===== config.mk =====
export PLATFORM = sky130hd
export DESIGN_NAME = buffer_frame_table_clock_evict
export DESIGN_NICKNAME = d
export VERILOG_FILES = /design/src/hw/rtl/bfc_pkg.sv /design/src/hw/rtl/bfc_ram.sv /design/src/hw/rtl/buffer_frame_table_clock_evict.sv
export SDC_FILE = /design/constraint.sdc
export NUM_CORES = 1
export LEC_CHECK = 0
export ABC_CLOCK_PERIOD_IN_PS = 10400
export CORE_MARGIN = 5
export CORE_UTILIZATION = 25
export CTS_CLUSTER_DIAMETER = 200
export CTS_CLUSTER_SIZE = 16
export DETAILED_ROUTE_END_ITERATION = 10
export DONT_BUFFER_PORTS = 1
export GPL_ROUTABILITY_DRIVEN = 0
export PLACE_DENSITY = 0.37
export SKIP_CTS_REPAIR_TIMING = 1
export SLEW_MARGIN = 20
export SYNTH_ARGS = -nofsm -noshare
export SYNTH_HDL_FRONTEND = slang
export SYNTH_SLANG_ARGS = --single-unit

===== constraint.sdc =====
create_clock -name clk -period 10.4 [get_ports clk]
set_clock_uncertainty 0.05 [all_clocks]
set_input_delay 2.08 -clock clk [delete_from_list [all_inputs] [get_ports clk]]
set_output_delay 2.08 -clock clk [all_outputs]
set_load 0.1 [all_outputs]

===== src/hw/rtl/bfc_pkg.sv =====
package bfc_pkg;

  localparam int FRAMES_DEF   = 16;
  localparam int PIN_BITS_DEF = 16;

  localparam logic [1:0] ACT_FETCH     = 2'd0;
  localparam logic [1:0] ACT_UNPIN     = 2'd1;
  localparam logic [1:0] ACT_FLUSH_ONE = 2'd2;
  localparam logic [1:0] ACT_FLUSH_ALL = 2'd3;

  localparam logic [2:0] ST_HIT        = 3'd0;
  localparam logic [2:0] ST_LOADED     = 3'd1;
  localparam logic [2:0] ST_ALL_PINNED = 3'd2;
  localparam logic [2:0] ST_NOT_FOUND  = 3'd3;
  localparam logic [2:0] ST_DONE       = 3'd4;

  localparam logic [1:0] LOAD_NONE   = 2'd0;
  localparam logic [1:0] LOAD_READ   = 2'd1;
  localparam logic [1:0] LOAD_FORMAT = 2'd2;

  localparam logic [1:0] REG_DISK   = 2'd0;
  localparam logic [1:0] REG_LOG    = 2'd1;
  localparam logic [1:0] REG_FRAMES = 2'd2;

  localparam logic [4:0] FRAMES_RESET = 5'd16;

  typedef enum logic [2:0] {
    S_IDLE,
    S_SCAN,
    S_DECIDE,
    S_FA_TEST,
    S_FA_EMIT
  } state_t;

endpackage


===== src/hw/rtl/bfc_ram.sv =====
module bfc_ram #(
  parameter int WIDTH = 32,
  parameter int DEPTH = 16
) (
  input  logic                     clk,
  input  logic                     we,
  input  logic [$clog2(DEPTH)-1:0] waddr,
  input  logic [WIDTH-1:0]         wdata,
  input  logic                     re,
  input  logic [$clog2(DEPTH)-1:0] raddr,
  output logic [WIDTH-1:0]         rdata
);

  logic [WIDTH-1:0] mem [DEPTH];

  always_ff @(posedge clk) begin
    if (we) begin
      mem[waddr] <= wdata;
    end
    if (re) begin
      rdata <= mem[raddr];
    end
  end

endmodule


===== src/hw/rtl/buffer_frame_table_clock_evict.sv =====
// Channel | Handshake                | Payload
// in      | in_valid / in_ready      | action, page_number, mark_dirty, sequential_hint
// out     | out_valid / out_ready    | status, frame_index, writeback_*, load_kind, log_flush, last
// cfg     | psel, penable, pwrite    | paddr, pwdata, prdata, pready
// Fetch, unpin and flush page scan the page and pin memories with one read per frame
// in use, then update the table in a decide state. Flush all tests each frame in use
// in turn and emits one result per writeback, or a single result if there is none.
// A request is taken only when the sequencer is idle; results wait in an output
// register, and the update step holds while that register is full and stalled.
// Synchronous active-low reset clears valid and dirty marks, pins are never used
// before a frame is loaded, so no clearing pass is needed.
module buffer_frame_table_clock_evict #(
  parameter int FRAMES   = bfc_pkg::FRAMES_DEF,
  parameter int PIN_BITS = bfc_pkg::PIN_BITS_DEF
) (
  input  logic                      clk,
  input  logic                      rst_n,
  input  logic                      in_valid,
  output logic                      in_ready,
  input  logic [1:0]                in_action,
  input  logic [31:0]               in_page_number,
  input  logic                      in_mark_dirty,
  input  logic                      in_sequential_hint,
  output logic                      out_valid,
  input  logic                      out_ready,
  output logic [2:0]                out_status,
  output logic [$clog2(FRAMES)-1:0] out_frame_index,
  output logic                      out_writeback_valid,
  output logic [31:0]               out_writeback_page,
  output logic [$clog2(FRAMES)-1:0] out_writeback_frame,
  output logic [1:0]                out_load_kind,
  output logic                      out_log_flush,
  output logic                      out_last,
  input  logic                      psel,
  input  logic                      penable,
  input  logic                      pwrite,
  input  logic [3:0]                paddr,
  input  logic [31:0]               pwdata,
  output logic [31:0]               prdata,
  output logic                      pready
);

  localparam int IW = $clog2(FRAMES);
  localparam int CW = $clog2(FRAMES + 1);

  bfc_pkg::state_t state_r, state_nxt;

  logic disk_r, log_r;
  logic [4:0] frames_r;

  logic [1:0]  act_r, act_nxt;
  logic [31:0] page_r, page_nxt;
  logic        mdirty_r, mdirty_nxt;
  logic        seq_r, seq_nxt;

  logic [CW-1:0] cnt_r, cnt_nxt;
  logic          pv_r, pv_nxt;
  logic [IW-1:0] pidx_r, pidx_nxt;
  logic [IW-1:0] start_r, start_nxt;

  logic                hit_r, hit_nxt;
  logic [IW-1:0]       hidx_r, hidx_nxt;
  logic [PIN_BITS-1:0] hpins_r, hpins_nxt;
  logic                hif_r, hif_nxt, lof_r, lof_nxt;
  logic [IW-1:0]       hiidx_r, hiidx_nxt, loidx_r, loidx_nxt;
  logic [31:0]         hipg_r, hipg_nxt, lopg_r, lopg_nxt;

  logic [FRAMES-1:0] valid_r, valid_nxt, dirty_r, dirty_nxt;
  logic [IW-1:0]     hand_r, hand_nxt;
  logic              first_r, first_nxt;

  logic                out_valid_r, out_valid_nxt;
  logic [2:0]          status_r, status_nxt;
  logic [IW-1:0]       fidx_r, fidx_nxt;
  logic                wbv_r, wbv_nxt;
  logic [31:0]         wbp_r, wbp_nxt;
  logic [IW-1:0]       wbf_r, wbf_nxt;
  logic [1:0]          load_r, load_nxt;
  logic                logf_r, logf_nxt;
  logic                last_r, last_nxt;

  logic [CW-1:0]       n;
  logic [FRAMES-1:0]   mask, fa_set;
  logic                re;
  logic [IW-1:0]       raddr;
  logic [31:0]         page_rd;
  logic [PIN_BITS-1:0] pins_rd;
  logic                page_we, pins_we;
  logic [IW-1:0]       page_wa, pins_wa;
  logic [31:0]         page_wd;
  logic [PIN_BITS-1:0] pins_wd;
  logic                out_free, cfg_wr;
  logic [IW-1:0]       v, ci;
  logic [31:0]         vpage;
  logic                wb, issue;
  logic [PIN_BITS-1:0] newp;
  logic [FRAMES-1:0]   onehot;

  bfc_ram #(.WIDTH(32), .DEPTH(FRAMES)) u_page_ram (
    .clk(clk), .we(page_we), .waddr(page_wa), .wdata(page_wd),
    .re(re), .raddr(raddr), .rdata(page_rd)
  );

  bfc_ram #(.WIDTH(PIN_BITS), .DEPTH(FRAMES)) u_pins_ram (
    .clk(clk), .we(pins_we), .waddr(pins_wa), .wdata(pins_wd),
    .re(re), .raddr(raddr), .rdata(pins_rd)
  );

  assign pready = 1'b1;
  assign cfg_wr = psel && penable && pwrite;

  always_ff @(posedge clk) begin
    if (!rst_n) begin
      disk_r   <= 1'b1;
      log_r    <= 1'b1;
      frames_r <= bfc_pkg::FRAMES_RESET;
    end else if (cfg_wr) begin
      unique case (paddr[3:2])
        bfc_pkg::REG_DISK:   disk_r   <= pwdata[0];
        bfc_pkg::REG_LOG:    log_r    <= pwdata[0];
        bfc_pkg::REG_FRAMES: frames_r <= pwdata[4:0];
        default: ;
      endcase
    end
  end

  always_comb begin
    unique case (paddr[3:2])
      bfc_pkg::REG_DISK:   prdata = {31'd0, disk_r};
      bfc_pkg::REG_LOG:    prdata = {31'd0, log_r};
      bfc_pkg::REG_FRAMES: prdata = {27'd0, frames_r};
      default:             prdata = 32'd0;
    endcase
  end

  always_comb begin
    if (frames_r == 5'd0) begin
      n = CW'(1);
    end else if (32'(frames_r) > 32'(FRAMES)) begin
      n = CW'(FRAMES);
    end else begin
      n = CW'(frames_r);
    end
    for (int i = 0; i < FRAMES; i++) begin
      mask[i] = (32'(i) < 32'(n));
    end
  end

  assign fa_set   = valid_r & dirty_r & mask;
  assign out_free = !out_valid_r || out_ready;
  assign in_ready = (state_r == bfc_pkg::S_IDLE);
  assign ci       = cnt_r[IW-1:0];
  assign onehot   = FRAMES'(1) << ci;
  assign v        = hif_r ? hiidx_r : loidx_r;
  assign vpage    = hif_r ? hipg_r : lopg_r;

  always_comb begin
    state_nxt = state_r;
    act_nxt = act_r; page_nxt = page_r; mdirty_nxt = mdirty_r; seq_nxt = seq_r;
    cnt_nxt = cnt_r; pv_nxt = 1'b0; pidx_nxt = pidx_r; start_nxt = start_r;
    hit_nxt = hit_r; hidx_nxt = hidx_r; hpins_nxt = hpins_r;
    hif_nxt = hif_r; hiidx_nxt = hiidx_r; hipg_nxt = hipg_r;
    lof_nxt = lof_r; loidx_nxt = loidx_r; lopg_nxt = lopg_r;
    valid_nxt = valid_r; dirty_nxt = dirty_r; hand_nxt = hand_r; first_nxt = first_r;
    out_valid_nxt = out_valid_r && !out_ready;
    status_nxt = status_r; fidx_nxt = fidx_r; wbv_nxt = wbv_r; wbp_nxt = wbp_r;
    wbf_nxt = wbf_r; load_nxt = load_r; logf_nxt = logf_r; last_nxt = last_r;
    re = 1'b0; raddr = ci;
    page_we = 1'b0; page_wa = v; page_wd = page_r;
    pins_we = 1'b0; pins_wa = hidx_r; pins_wd = hpins_r;
    wb = 1'b0; newp = hpins_r; issue = 1'b0;

    unique case (state_r)
      bfc_pkg::S_IDLE: begin
        if (in_valid) begin
          act_nxt = in_action; page_nxt = in_page_number;
          mdirty_nxt = in_mark_dirty; seq_nxt = in_sequential_hint;
          cnt_nxt = '0; hit_nxt = 1'b0; hif_nxt = 1'b0; lof_nxt = 1'b0;
          first_nxt = 1'b1;
          start_nxt = (CW'(hand_r) < n) ? hand_r : '0;
          if (in_action == bfc_pkg::ACT_FLUSH_ALL) begin
            if (disk_r && (fa_set != '0)) begin
              state_nxt = bfc_pkg::S_FA_TEST;
            end else begin
              state_nxt = bfc_pkg::S_DECIDE;
            end
          end else begin
            state_nxt = bfc_pkg::S_SCAN;
          end
        end
      end
      bfc_pkg::S_SCAN: begin
        issue = (cnt_r < n);
        re = issue;
        pv_nxt = issue;
        pidx_nxt = ci;
        if (issue) begin
          cnt_nxt = cnt_r + CW'(1);
        end
        if (pv_r) begin
          if (!hit_r && valid_r[pidx_r] && (page_rd == page_r)) begin
            hit_nxt = 1'b1; hidx_nxt = pidx_r; hpins_nxt = pins_rd;
          end
          if (!valid_r[pidx_r] || (pins_rd == '0)) begin
            if (pidx_r >= start_r) begin
              if (!hif_r) begin
                hif_nxt = 1'b1; hiidx_nxt = pidx_r; hipg_nxt = page_rd;
              end
            end else if (!lof_r) begin
              lof_nxt = 1'b1; loidx_nxt = pidx_r; lopg_nxt = page_rd;
            end
          end
        end
        if (!issue && !pv_r) begin
          state_nxt = bfc_pkg::S_DECIDE;
        end
      end
      bfc_pkg::S_DECIDE: begin
        if (out_free) begin
          out_valid_nxt = 1'b1;
          status_nxt = bfc_pkg::ST_DONE; fidx_nxt = '0; wbv_nxt = 1'b0;
          wbp_nxt = '0; wbf_nxt = '0; load_nxt = bfc_pkg::LOAD_NONE;
          logf_nxt = 1'b0; last_nxt = 1'b1;
          state_nxt = bfc_pkg::S_IDLE;
          unique case (act_r)
            bfc_pkg::ACT_FETCH: begin
              if (hit_r) begin
                pins_we = 1'b1;
                pins_wd = (hpins_r == {PIN_BITS{1'b1}}) ? hpins_r : hpins_r + PIN_BITS'(1);
                status_nxt = bfc_pkg::ST_HIT;
                fidx_nxt = hidx_r;
              end else if (hif_r || lof_r) begin
                wb = valid_r[v] && dirty_r[v] && disk_r;
                hand_nxt = ((CW'(v) + CW'(1)) == n) ? '0 : v + IW'(1);
                valid_nxt[v] = 1'b1;
                dirty_nxt[v] = 1'b0;
                page_we = 1'b1;
                pins_we = 1'b1; pins_wa = v; pins_wd = PIN_BITS'(1);
                status_nxt = bfc_pkg::ST_LOADED;
                fidx_nxt = v;
                wbv_nxt = wb;
                wbp_nxt = wb ? vpage : '0;
                wbf_nxt = wb ? v : '0;
                load_nxt = disk_r ? bfc_pkg::LOAD_READ : bfc_pkg::LOAD_FORMAT;
                logf_nxt = wb && log_r;
              end else begin
                status_nxt = bfc_pkg::ST_ALL_PINNED;
              end
            end
            bfc_pkg::ACT_UNPIN: begin
              if (!hit_r) begin
                status_nxt = bfc_pkg::ST_NOT_FOUND;
              end else begin
                newp = (hpins_r == '0) ? '0 : hpins_r - PIN_BITS'(1);
                pins_we = 1'b1; pins_wd = newp;
                if (mdirty_r) begin
                  dirty_nxt[hidx_r] = 1'b1;
                end
                if ((newp == '0) && seq_r) begin
                  hand_nxt = hidx_r;
                end
                fidx_nxt = hidx_r;
              end
            end
            bfc_pkg::ACT_FLUSH_ONE: begin
              if (!hit_r) begin
                status_nxt = bfc_pkg::ST_NOT_FOUND;
              end else begin
                fidx_nxt = hidx_r;
                if (dirty_r[hidx_r] && disk_r) begin
                  dirty_nxt[hidx_r] = 1'b0;
                  wbv_nxt = 1'b1; wbp_nxt = page_r; wbf_nxt = hidx_r; logf_nxt = log_r;
                end
              end
            end
            bfc_pkg::ACT_FLUSH_ALL: begin
              logf_nxt = (fa_set != '0) && log_r;
            end
            default: ;
          endcase
        end
      end
      bfc_pkg::S_FA_TEST: begin
        if (cnt_r >= n) begin
          state_nxt = bfc_pkg::S_IDLE;
        end else if (fa_set[ci]) begin
          re = 1'b1;
          state_nxt = bfc_pkg::S_FA_EMIT;
        end else begin
          cnt_nxt = cnt_r + CW'(1);
        end
      end
      bfc_pkg::S_FA_EMIT: begin
        if (out_free) begin
          out_valid_nxt = 1'b1;
          status_nxt = bfc_pkg::ST_DONE; fidx_nxt = ci; wbv_nxt = 1'b1;
          wbp_nxt = page_rd; wbf_nxt = ci; load_nxt = bfc_pkg::LOAD_NONE;
          logf_nxt = first_r && log_r;
          last_nxt = ((fa_set & ~onehot) == '0);
          dirty_nxt[ci] = 1'b0;
          first_nxt = 1'b0;
          cnt_nxt = cnt_r + CW'(1);
          state_nxt = last_nxt ? bfc_pkg::S_IDLE : bfc_pkg::S_FA_TEST;
        end
      end
      default: state_nxt = bfc_pkg::S_IDLE;
    endcase
  end

  always_ff @(posedge clk) begin
    if (!rst_n) begin
      state_r     <= bfc_pkg::S_IDLE;
      valid_r     <= '0;
      dirty_r     <= '0;
      hand_r      <= '0;
      out_valid_r <= 1'b0;
      pv_r        <= 1'b0;
    end else begin
      state_r     <= state_nxt;
      valid_r     <= valid_nxt;
      dirty_r     <= dirty_nxt;
      hand_r      <= hand_nxt;
      out_valid_r <= out_valid_nxt;
      pv_r        <= pv_nxt;
    end
  end

  always_ff @(posedge clk) begin
    act_r <= act_nxt; page_r <= page_nxt; mdirty_r <= mdirty_nxt; seq_r <= seq_nxt;
    cnt_r <= cnt_nxt; pidx_r <= pidx_nxt; start_r <= start_nxt;
    hit_r <= hit_nxt; hidx_r <= hidx_nxt; hpins_r <= hpins_nxt;
    hif_r <= hif_nxt; hiidx_r <= hiidx_nxt; hipg_r <= hipg_nxt;
    lof_r <= lof_nxt; loidx_r <= loidx_nxt; lopg_r <= lopg_nxt;
    first_r <= first_nxt;
    status_r <= status_nxt; fidx_r <= fidx_nxt; wbv_r <= wbv_nxt; wbp_r <= wbp_nxt;
    wbf_r <= wbf_nxt; load_r <= load_nxt; logf_r <= logf_nxt; last_r <= last_nxt;
  end

  assign out_valid           = out_valid_r;
  assign out_status          = status_r;
  assign out_frame_index     = fidx_r;
  assign out_writeback_valid = wbv_r;
  assign out_writeback_page  = wbp_r;
  assign out_writeback_frame = wbf_r;
  assign out_load_kind       = load_r;
  assign out_log_flush       = logf_r;
  assign out_last            = last_r;

  a_loaded_valid: assert property (@(posedge clk) disable iff (!rst_n)
    out_valid && (out_status == bfc_pkg::ST_LOADED) |-> valid_r[out_frame_index])
    else $error("loaded frame not marked valid");

  a_wb_disk: assert property (@(posedge clk) disable iff (!rst_n)
    out_valid && out_writeback_valid |-> disk_r)
    else $error("writeback without disk");

  a_log_cfg: assert property (@(posedge clk) disable iff (!rst_n)
    out_valid && out_log_flush |-> log_r)
    else $error("log flush without log");

  a_wb_clean: assert property (@(posedge clk) disable iff (!rst_n)
    out_valid && out_writeback_valid && (out_status == bfc_pkg::ST_DONE)
    |-> !dirty_r[out_writeback_frame])
    else $error("flushed frame still dirty");

endmodule


-- Word level (Yosys, flattened, before mapping)
Memory sizes are Yosys's and may differ from the RTL's. A register that Yosys moved wholly into a read port is not among the register bits.
Cells that the tools add are included.
- register bits: 241
- bits in writable memories: 768
- bits of input ports: 79
- output and inout port bits: 83
- memories kept: 2
- add/sub/neg operators: 5
- $lt $le $gt $ge: 28
- equality and inequality tests: 37
- shift-type cells: 1
- multiplexer cells: 156
- bitwise gates (word level): 16
- reduce and logical (&&, ||, !) cells: 60
- memories (name ; words ; width ; read ports ; clocked after memory_dff ; write ports ; RTL line ; RTL):
    u_page_ram.mem ; 16 ; 32 ; 1 ; 1 ; 1 ; bfc_ram.sv:14 ; logic [WIDTH-1:0] mem [DEPTH];
    u_pins_ram.mem ; 16 ; 16 ; 1 ; 1 ; 1 ; bfc_ram.sv:14 ;
- operator list (cell ; number):
    $mux 32 ; 8
    $mux 16 ; 15
    $pmux 32 s2 ; 2
    $and 16x16->16 ; 6
    $mux 4 ; 22
    $logic_not 16->1 ; 4
    $not 16->16 ; 4
    $pmux 16 s2 ; 2
    $mux 1 ; 50
    $pmux 16 s3 ; 1
    $lt 4x5->1 const A ; 8
    $pmux 4 s2 ; 5
    $mux 5 ; 7
    $eq 32x32->1 ; 1
    $ne 2x2->1 const B ; 16
    $or 16x16->16 ; 2
    $mux 3 ; 10
    $reduce_and 5->1 ; 6
    $ne 3x3->1 const B ; 7
    $bmux 1 s4 ; 5
    $lt 3x5->1 const A ; 4
    $lt 4x5->1 const B ; 4
    $pmux 1 s2 ; 10
    $pmux 5 s4 ; 1
    other kinds (46) ; 103

-- Longest topological paths before layout
Gate-level depths: netlist of run 1.
- word-level depth: 12
- mapped depth: 12
- mapped depth without buffers: 11

-- Cells and area by module
A second synthesis of run 1 with hierarchy kept.
- cell total of the unflattened synthesis: 2608
- area, all modules: 44016.0 um2
- by module, submodules not included (module ; times used ; cells an instance ; area each (um2) ; sequential area each (um2)):
    bfc_ram (u_page_ram) ; 1 ; 838 ; 20156.8 ; 16335.7
    buffer_frame_table_clock_evict ; 1 ; 1338 ; 13656.8 ; 6756.5
    bfc_ram (u_pins_ram) ; 1 ; 432 ; 10202.3 ; 8167.8

-- Least setup slack after synthesis of run 1
Ideal clock, no wire load.
- path kind: in2reg
- start point: input port out_ready
- end point: register dirty_r[13]
- setup time: 0.072 ns
- arrival time: 7.083 ns
- required time: 10.278 ns
- slack: 3.195 ns
- stages: 7
- buffers on the path: 0
- cells stage by stage: nor2b_1 a211oi_1 nand3_1 a21oi_2 a21oi_4 or3_1 a21oi_1
- longest elaborated chain between the ends: 3
- elaborated cells on any way between the ends: 4
- ends and longest elaborated chain (what ; RTL line ; RTL):
    start: declaration ; buffer_frame_table_clock_evict.sv:25 ; input logic out_ready,
    $logic_or 1x1->1 * ; buffer_frame_table_clock_evict.sv:150 ; assign out_free = !out_valid_r || out_ready;
    $ne 2x2->1 (no source line) ; - ;
    $reduce_and 10->1 (no source line) * ; - ;
    end signal: assignment ; buffer_frame_table_clock_evict.sv:321 ; dirty_r <= dirty_nxt;
    end: declaration ; buffer_frame_table_clock_evict.sv:68 ; logic [FRAMES-1:0] valid_r, valid_nxt, dirty_r, dirty_nxt;
Every way passes the cells marked *; elsewhere a longest branch is shown, timed or not.
A chain may end at the register's enable or synchronous reset.

-- Final worst setup path of run 1
- start point: input port paddr[3]
- end point: output port prdata[2]
- longest elaborated chain between the ends: 2
- elaborated cells on any way between the ends: 4
- ends and longest elaborated chain (what ; RTL line ; RTL):
    start: declaration ; buffer_frame_table_clock_evict.sv:37 ; input logic [3:0] paddr,
    $eq 2x2->1 (tied with other cells) ; buffer_frame_table_clock_evict.sv:128 ; unique case (paddr[3:2])
    $pmux 5 s3 * ; buffer_frame_table_clock_evict.sv:128 ;
    end: declaration ; buffer_frame_table_clock_evict.sv:39 ; output logic [31:0] prdata,
Marked as above.

==> impl_metrics.json, run 1 <==
{
  "clockBufferDepth": 3,
  "met1_length_mm": 56.03,
  "grt_pass1_wl_mm": 185.0,
  "grt_pass1_vias": 23971,
  "hold_viol_final": 0,
  "clk_latency_ns": 0.69,
  "synth_top_area_share_pct": 68.76,
  "ys_ff_latch": 1057,
  "io_buffer_count": 0,
  "met3_wirelength_mm": 6.461,
  "slowest_stage": "and2_1",
  "ir_drop_uv": 133.7,
  "synth_xor_area_share_pct": 0.8859,
  "syn_area_um2": 44070,
  "cts_tree": "yes",
  "grt_max_degree": 149,
  "drt_first_iter_violations": 2071,
  "cap_violations": 0,
  "worstSetupPathType": "in -> out",
  "area.growth.synth_to_final_pct": 11.38,
  "slew_headroom_pct": 22.73,
  "cp.depth": 2,
  "max_freq_mhz": 192.2,
  "status": "complete, no violations",
  "synth_ff_type": "edfxtp_1",
  "coreArea_um2": 175700,
  "wl_mm": 132.0,
  "met2_length_mm": 66.15,
  "dieHeight_um": 429.8,
  "crit_buf_inv": 0,
  "min_period_ns": 5.202,
  "cpPeakStageDelay_ns": 0.81,
  "crit_end": "prdata[2]",
  "wl_per_cell_um": 27.20,
  "synth_area_leaders": "edfxtp_1, mux4_2, dfxtp_1, nand2_1, nor2_1",
  "vias_per_cell": 4.824,
  "rr_startpoint": "hif_r$_DFFE_PP_",
  "hold_class": "reg -> reg",
  "power_w": 0.01156,
  "rows": 154,
  "rrSetupSlack_ns": 5.63,
  "path_cells": "nor2b_1, and2_1",
  "setup_viol": 0,
  "synth_seq_area_share_pct": 70.94,
  "numCtsBuffers": 76,
  "synth_top_family_by_area": "multiplexers",
  "mostFrequentLayoutCells": "edfxtp_1, mux4_2, nand2_1",
  "yosys_warnings": 0,
  "synth_compound_area_share_pct": 4.926,
  "layout_worst_path_cycle_share_pct": 50.02,
  "dr_total_vias": 23422,
  "first_pass_iters": 7,
  "tightest_slew_ns": 1.161,
  "maxSlewViolCount": 0,
  "antenna_found_initial": 14,
  "fin_nets": 2601,
  "synth_edf_count": 1009,
  "start_kind": "input pin",
  "drc": 0,
  "die-area_um2": 184800,
  "cp.arrival_ns": 3.07,
  "hold_slack_ns": 0.4024,
  "overflow": 0,
  "ant_nets": 0,
  "start_util_pct": 25.08,
  "rsz0062_at_grt": "false",
  "htree_num_levels": 3,
  "yosys.area.top_type": "edfxtp_1",
  "reg2reg_to": "out_writeback_page[6]$_DFFE_PP_",
  "placed_area_um2": 46930,
  "highest_layer": "met5",
  "cts_sinks": 1057,
  "clkTransAtPathRegs_ns": 0.08,
  "pwr_density_cell_nw_per_um2": 235.6,
  "syn_inst": 2497,
  "r2r_cells": 10,
  "leakagePower_nw": 14.61,
  "layout-drive-gt1-share_pct": 19.01,
  "finalSetupTns_ns": 0,
  "ys_types": 88,
  "hpwlAfterDp_mm": 73.41,
  "cts-root-buf": "clkbuf_16",
  "yosys.area_share.simple_pct": 6.173,
  "worstPathRequired_ns": 8.27,
  "avgSynthCellArea_um2": 17.65,
  "crit_family": "simple AND/OR/NAND/NOR gates",
  "async_reset_ff_share_pct": 0,
  "cp-end-kind": "output pin",
  "fp.dieW_um": 429.8,
  "synth_fa_ha_area_share_pct": 0.8518,
  "synthMuxAreaShare_pct": 14.03,
  "final_common_cell": "edfxtp_1",
  "worstSetupStartpoint": "paddr[3]",
  "grtUsageTotal_pct": 13.89,
  "path_max_fanout": 6,
  "boundaryPins": 162,
  "fin_area_um2": 49080
}
[metal layers]
metal | track usage, % | vias up
met1 | 18.24 | 12540
met3 | 2.041 | 181
met2 | 23.92 | 722
met4 | 3.989 | 10
met5 | 0 | -
li1 | - | 9969
[synth_stat cells (6+ instances only)]
cell type  instances
nand3b_1           6
a21oi_1           62
o311ai_0           7
nor3_1            33
nand3_1           62
xnor2_1           37
dfxtp_1           48
nor4_1            13
a311oi_1           6
and3_1            19
o21ai_1           18
ha_1              30
buf_1             13
a21o_1             8
buf_2             44
nand2b_1          14
a22oi_1            7
o21ai_0           62
nand2_1          150
buf_4             35
and2_1            26
clkbuf_1          74
mux2i_1           47
nor2b_1           26
a211oi_1           8
inv_1             22
o31ai_1           12
nand4_1           28
nor2_1           135
mux4_2           251
o211ai_1          40
edfxtp_1        1009
a32oi_1           13
a31oi_1           16
[state kept, by name (all words and copies together) (netlist names), 5 cells and up]
register / flops
u_page_ram.mem: 512
u_pins_ram.mem: 256
hipg_r: 32
lopg_r: 32
out_writeback_page: 32
page_r: 32
u_page_ram.rdata: 32
dirty_r: 16
hpins_r: 16
u_pins_ram.rdata: 16
valid_r: 16
cnt_r: 5
frames_r: 5
[worst min-delay path by stage]
| stage | slack (ns) | start | to | cells past startpoint |
|---|---|---|---|---|
| floorplan | 0.38 | u_pins_ram.rdata[10]$_DFFE_PP_ | hpins_r[10]$_DFFE_PP_ | 0 |
| global placement | 0.39 | u_pins_ram.rdata[0]$_DFFE_PP_ | hpins_r[0]$_DFFE_PP_ | 0 |
| detailed placement | 0.40 | u_pins_ram.rdata[8]$_DFFE_PP_ | hpins_r[8]$_DFFE_PP_ | 0 |
| CTS | 0.40 | u_pins_ram.rdata[13]$_DFFE_PP_ | hpins_r[13]$_DFFE_PP_ | 0 |
| global route | 0.40 | u_pins_ram.rdata[13]$_DFFE_PP_ | hpins_r[13]$_DFFE_PP_ | 0 |
| finish | 0.40 | u_pins_ram.rdata[13]$_DFFE_PP_ | hpins_r[13]$_DFFE_PP_ | 0 |
[report_power, final]
group | total (W) | internal, W | switching (W)
Clock | 0.00282 | 0.00135 | 0.00147
Sequential | 0.00591 | 0.00519 | 0.000725
Combinational | 0.00283 | 0.00120 | 0.00162
[kinds of logic (layout without fill, tap and decap cells)]
logic type	after synthesis	in the layout
AOI/OAI and AO/OA	320	320
xor gates and xnor gates	43	43
adders and majority gates	30	30
buffers and inverters	198	184
DFF	1057	1057
muxes	302	302
other	2	34
and+or+nand+nor	545	545
[layout make-up]
class / count / area [µm²]
Antenna cell: 6 / 15.01
Clock buffer: 88 / 1968
Clock inverter: 7 / 123.9
Fill cell: 17406 / 126600
Inverter: 28 / 107.6
Multi-Input combinational cell: 1268 / 12170
Sequential cell: 1057 / 31260
Tap cell: 2340 / 2928
Timing Repair Buffer: 61 / 506.7
[per-stage QoR]
stage	std cells	utilization, %	setup WS (ns)
after floorplan	2523	-	3.195
after global placement	4752	26.70	5.193
after detailed placement	4752	26.70	5.166
after CTS	4847	27.89	5.169
after global routing	4850	27.92	5.122
final	4855	27.93	5.198
No activity file was read; power rests on OpenSTA's default activity.
==> run 2: changes to the inputs <==
--- a/config.mk
+++ b/config.mk
@@ -5,7 +5,7 @@
 export SDC_FILE = /design/constraint.sdc
 export NUM_CORES = 1
 export LEC_CHECK = 0
-export ABC_CLOCK_PERIOD_IN_PS = 10400
+export ABC_CLOCK_PERIOD_IN_PS = 4300
 export CORE_MARGIN = 5
 export CORE_UTILIZATION = 25
 export CTS_CLUSTER_DIAMETER = 200
@@ -13,7 +13,7 @@
 export DETAILED_ROUTE_END_ITERATION = 10
 export DONT_BUFFER_PORTS = 1
 export GPL_ROUTABILITY_DRIVEN = 0
-export PLACE_DENSITY = 0.37
+export PLACE_DENSITY = 0.39
 export SKIP_CTS_REPAIR_TIMING = 1
 export SLEW_MARGIN = 20
 export SYNTH_ARGS = -nofsm -noshare
==> constraint.sdc (replaced) <==
create_clock -name clk -period 4.3 [get_ports clk]
set_clock_uncertainty 0.05 [all_clocks]
set_input_delay 0.86 -clock clk [delete_from_list [all_inputs] [get_ports clk]]
set_output_delay 0.86 -clock clk [all_outputs]
set_load 0.1 [all_outputs]
==> impl_metrics.json, run 2 (synthesized netlist as in run 1, its figures left out) <==
{
  "status": "complete, no violations",
  "mostFrequentLayoutCells": "edfxtp_1, mux4_2, nand2_1",
  "grt_pass1_vias": 24505,
  "antenna_found_initial": 16,
  "maxSlewViolCount": 0,
  "top_regs": "u_page_ram.mem x512, u_pins_ram.mem x256",
  "rows": 154,
  "vias_per_cell": 4.837,
  "path_max_fanout": 15,
  "cap_violations": 0,
  "grtUsageTotal_pct": 14.14,
  "instances_no_fill": 4928,
  "pwr_density_cell_nw_per_um2": 565.6,
  "finish.utilization_pct": 28.33,
  "placed_cells": 4816,
  "dr_total_vias": 23839,
  "cp-end-kind": "flop",
  "cp.arrival_ns": 3.89,
  "fp.dieW_um": 429.8,
  "largest-register": "u_page_ram.mem",
  "die-area_um2": 184800,
  "start_util_pct": 25.08,
  "layout_worst_path_cycle_share_pct": 84.57,
  "overflow": 0,
  "hold_viol_final": 0,
  "cts_sinks": 1057,
  "worstSetupPathType": "reg -> reg",
  "tightest_slew_ns": 1.177,
  "hpwlAfterDp_mm": 79.20,
  "numCtsBuffers": 76,
  "boundaryPins": 162,
  "placed_area_um2": 47610,
  "hold_class": "in -> reg",
  "layout-drive-gt1-share_pct": 20.81,
  "ir_drop_uv": 383.2,
  "fin_area_um2": 49780,
  "ant_nets": 0,
  "worstPathRequired_ns": 4.55,
  "area.growth.synth_to_final_pct": 12.97,
  "coreArea_um2": 175700,
  "wl_mm": 134.0,
  "max_freq_mhz": 275.0,
  "slew_headroom_pct": 21.71,
  "fin_nets": 2666,
  "htree_num_levels": 3,
  "drt_first_iter_violations": 2312,
  "cts-root-buf": "clkbuf_16",
  "dieHeight_um": 429.8,
  "clk_latency_ns": 0.67,
  "wl_per_cell_um": 27.19,
  "final_common_cell": "edfxtp_1",
  "leakagePower_nw": 15.01,
  "rsz0062_at_grt": "false",
  "largest_reg_flops": 512,
  "drc": 0,
  "setup_viol": 0,
  "min_period_ns": 3.637,
  "grt_pass1_wl_mm": 189.0,
  "cts_tree": "yes",
  "start_kind": "flop",
  "clkTransAtPathRegs_ns": 0.08,
  "first_pass_iters": 6,
  "io_buffer_count": 0,
  "grt_max_degree": 106,
  "clockBufferDepth": 3
}
==> run 2: path summary, 6_finish.rpt <==
| check | startpoint | end | slack [ns] | cells after the start |
|---|---|---|---|---|
| setup / recovery | frames_r[4]$_SDFFE_PN1P_ | cnt_r[4]$_SDFFCE_PN0P_ | 0.66 | 11 |
| hold / removal | rst_n | disk_r$_SDFFE_PN1P_ | 0.21 | 1 |
| setup reg to reg | frames_r[4]$_SDFFE_PN1P_ | cnt_r[4]$_SDFFCE_PN0P_ | 0.66 | 11 |
| hold reg to reg | u_pins_ram.rdata[15]$_DFFE_PP_ | hpins_r[15]$_DFFE_PP_ | 0.40 | 0 |
==> run 2: metal layers <==
layer	vias up	wire length [µm]	part of all wire (%)	GRT usage (%)
met5	-	114	0.085	0.2082
met4	10	2389	1.8	3.132
met3	159	6617	4.9	2.028
met2	777	67130	50	24.50
met1	12781	57720	43	18.82
li1	10112	-	-	-
==> run 2: critical path, stage by stage, from the launching register on <==
cell	delay (ns)
dfxtp_1	0.33
buf_4	0.21
nor4_2	0.47
a21oi_1	0.20
inv_1	0.11
ha_1	0.14
nor2b_1	0.05
o21ai_0	0.15
a21oi_1	0.09
a211oi_1	0.67
o21ai_0	0.17
a31oi_1	0.63
==> run 2: stage by stage <==
step	setup slack [ns]	total power (W)	setup TNS, ns	hold WS, ns
after floorplan	-0.5199	0.01899	-37.43	0.3768
after global placement	0.5835	0.02160	0	0.4020
after detailed placement	0.6847	0.02169	0	0.3957
after CTS	0.6426	0.02863	0	0.1324
after global routing	0.5062	0.02943	0	0.1678
final	0.6634	0.02816	0	0.2073
==> run 2: area by class of cell <==
type | instances | area [µm²]
diodes | 8 | 20.02
clock buffers | 94 | 1969
clock inverters | 7 | 126.4
fillers | 17419 | 125900
inverters | 28 | 107.6
multi-input cells | 1268 | 12110
flip-flops and latches | 1057 | 31260
well taps | 2340 | 2928
repair buffers | 126 | 1266
==> run 2: power breakdown <==
| part | internal [W] | switching, W |
|---|---|---|
| Sequential | 0.0125 | 0.00163 |
| Combinational | 0.00303 | 0.00414 |
| Clock | 0.00325 | 0.00357 |
| Total | 0.0188 | 0.00933 |
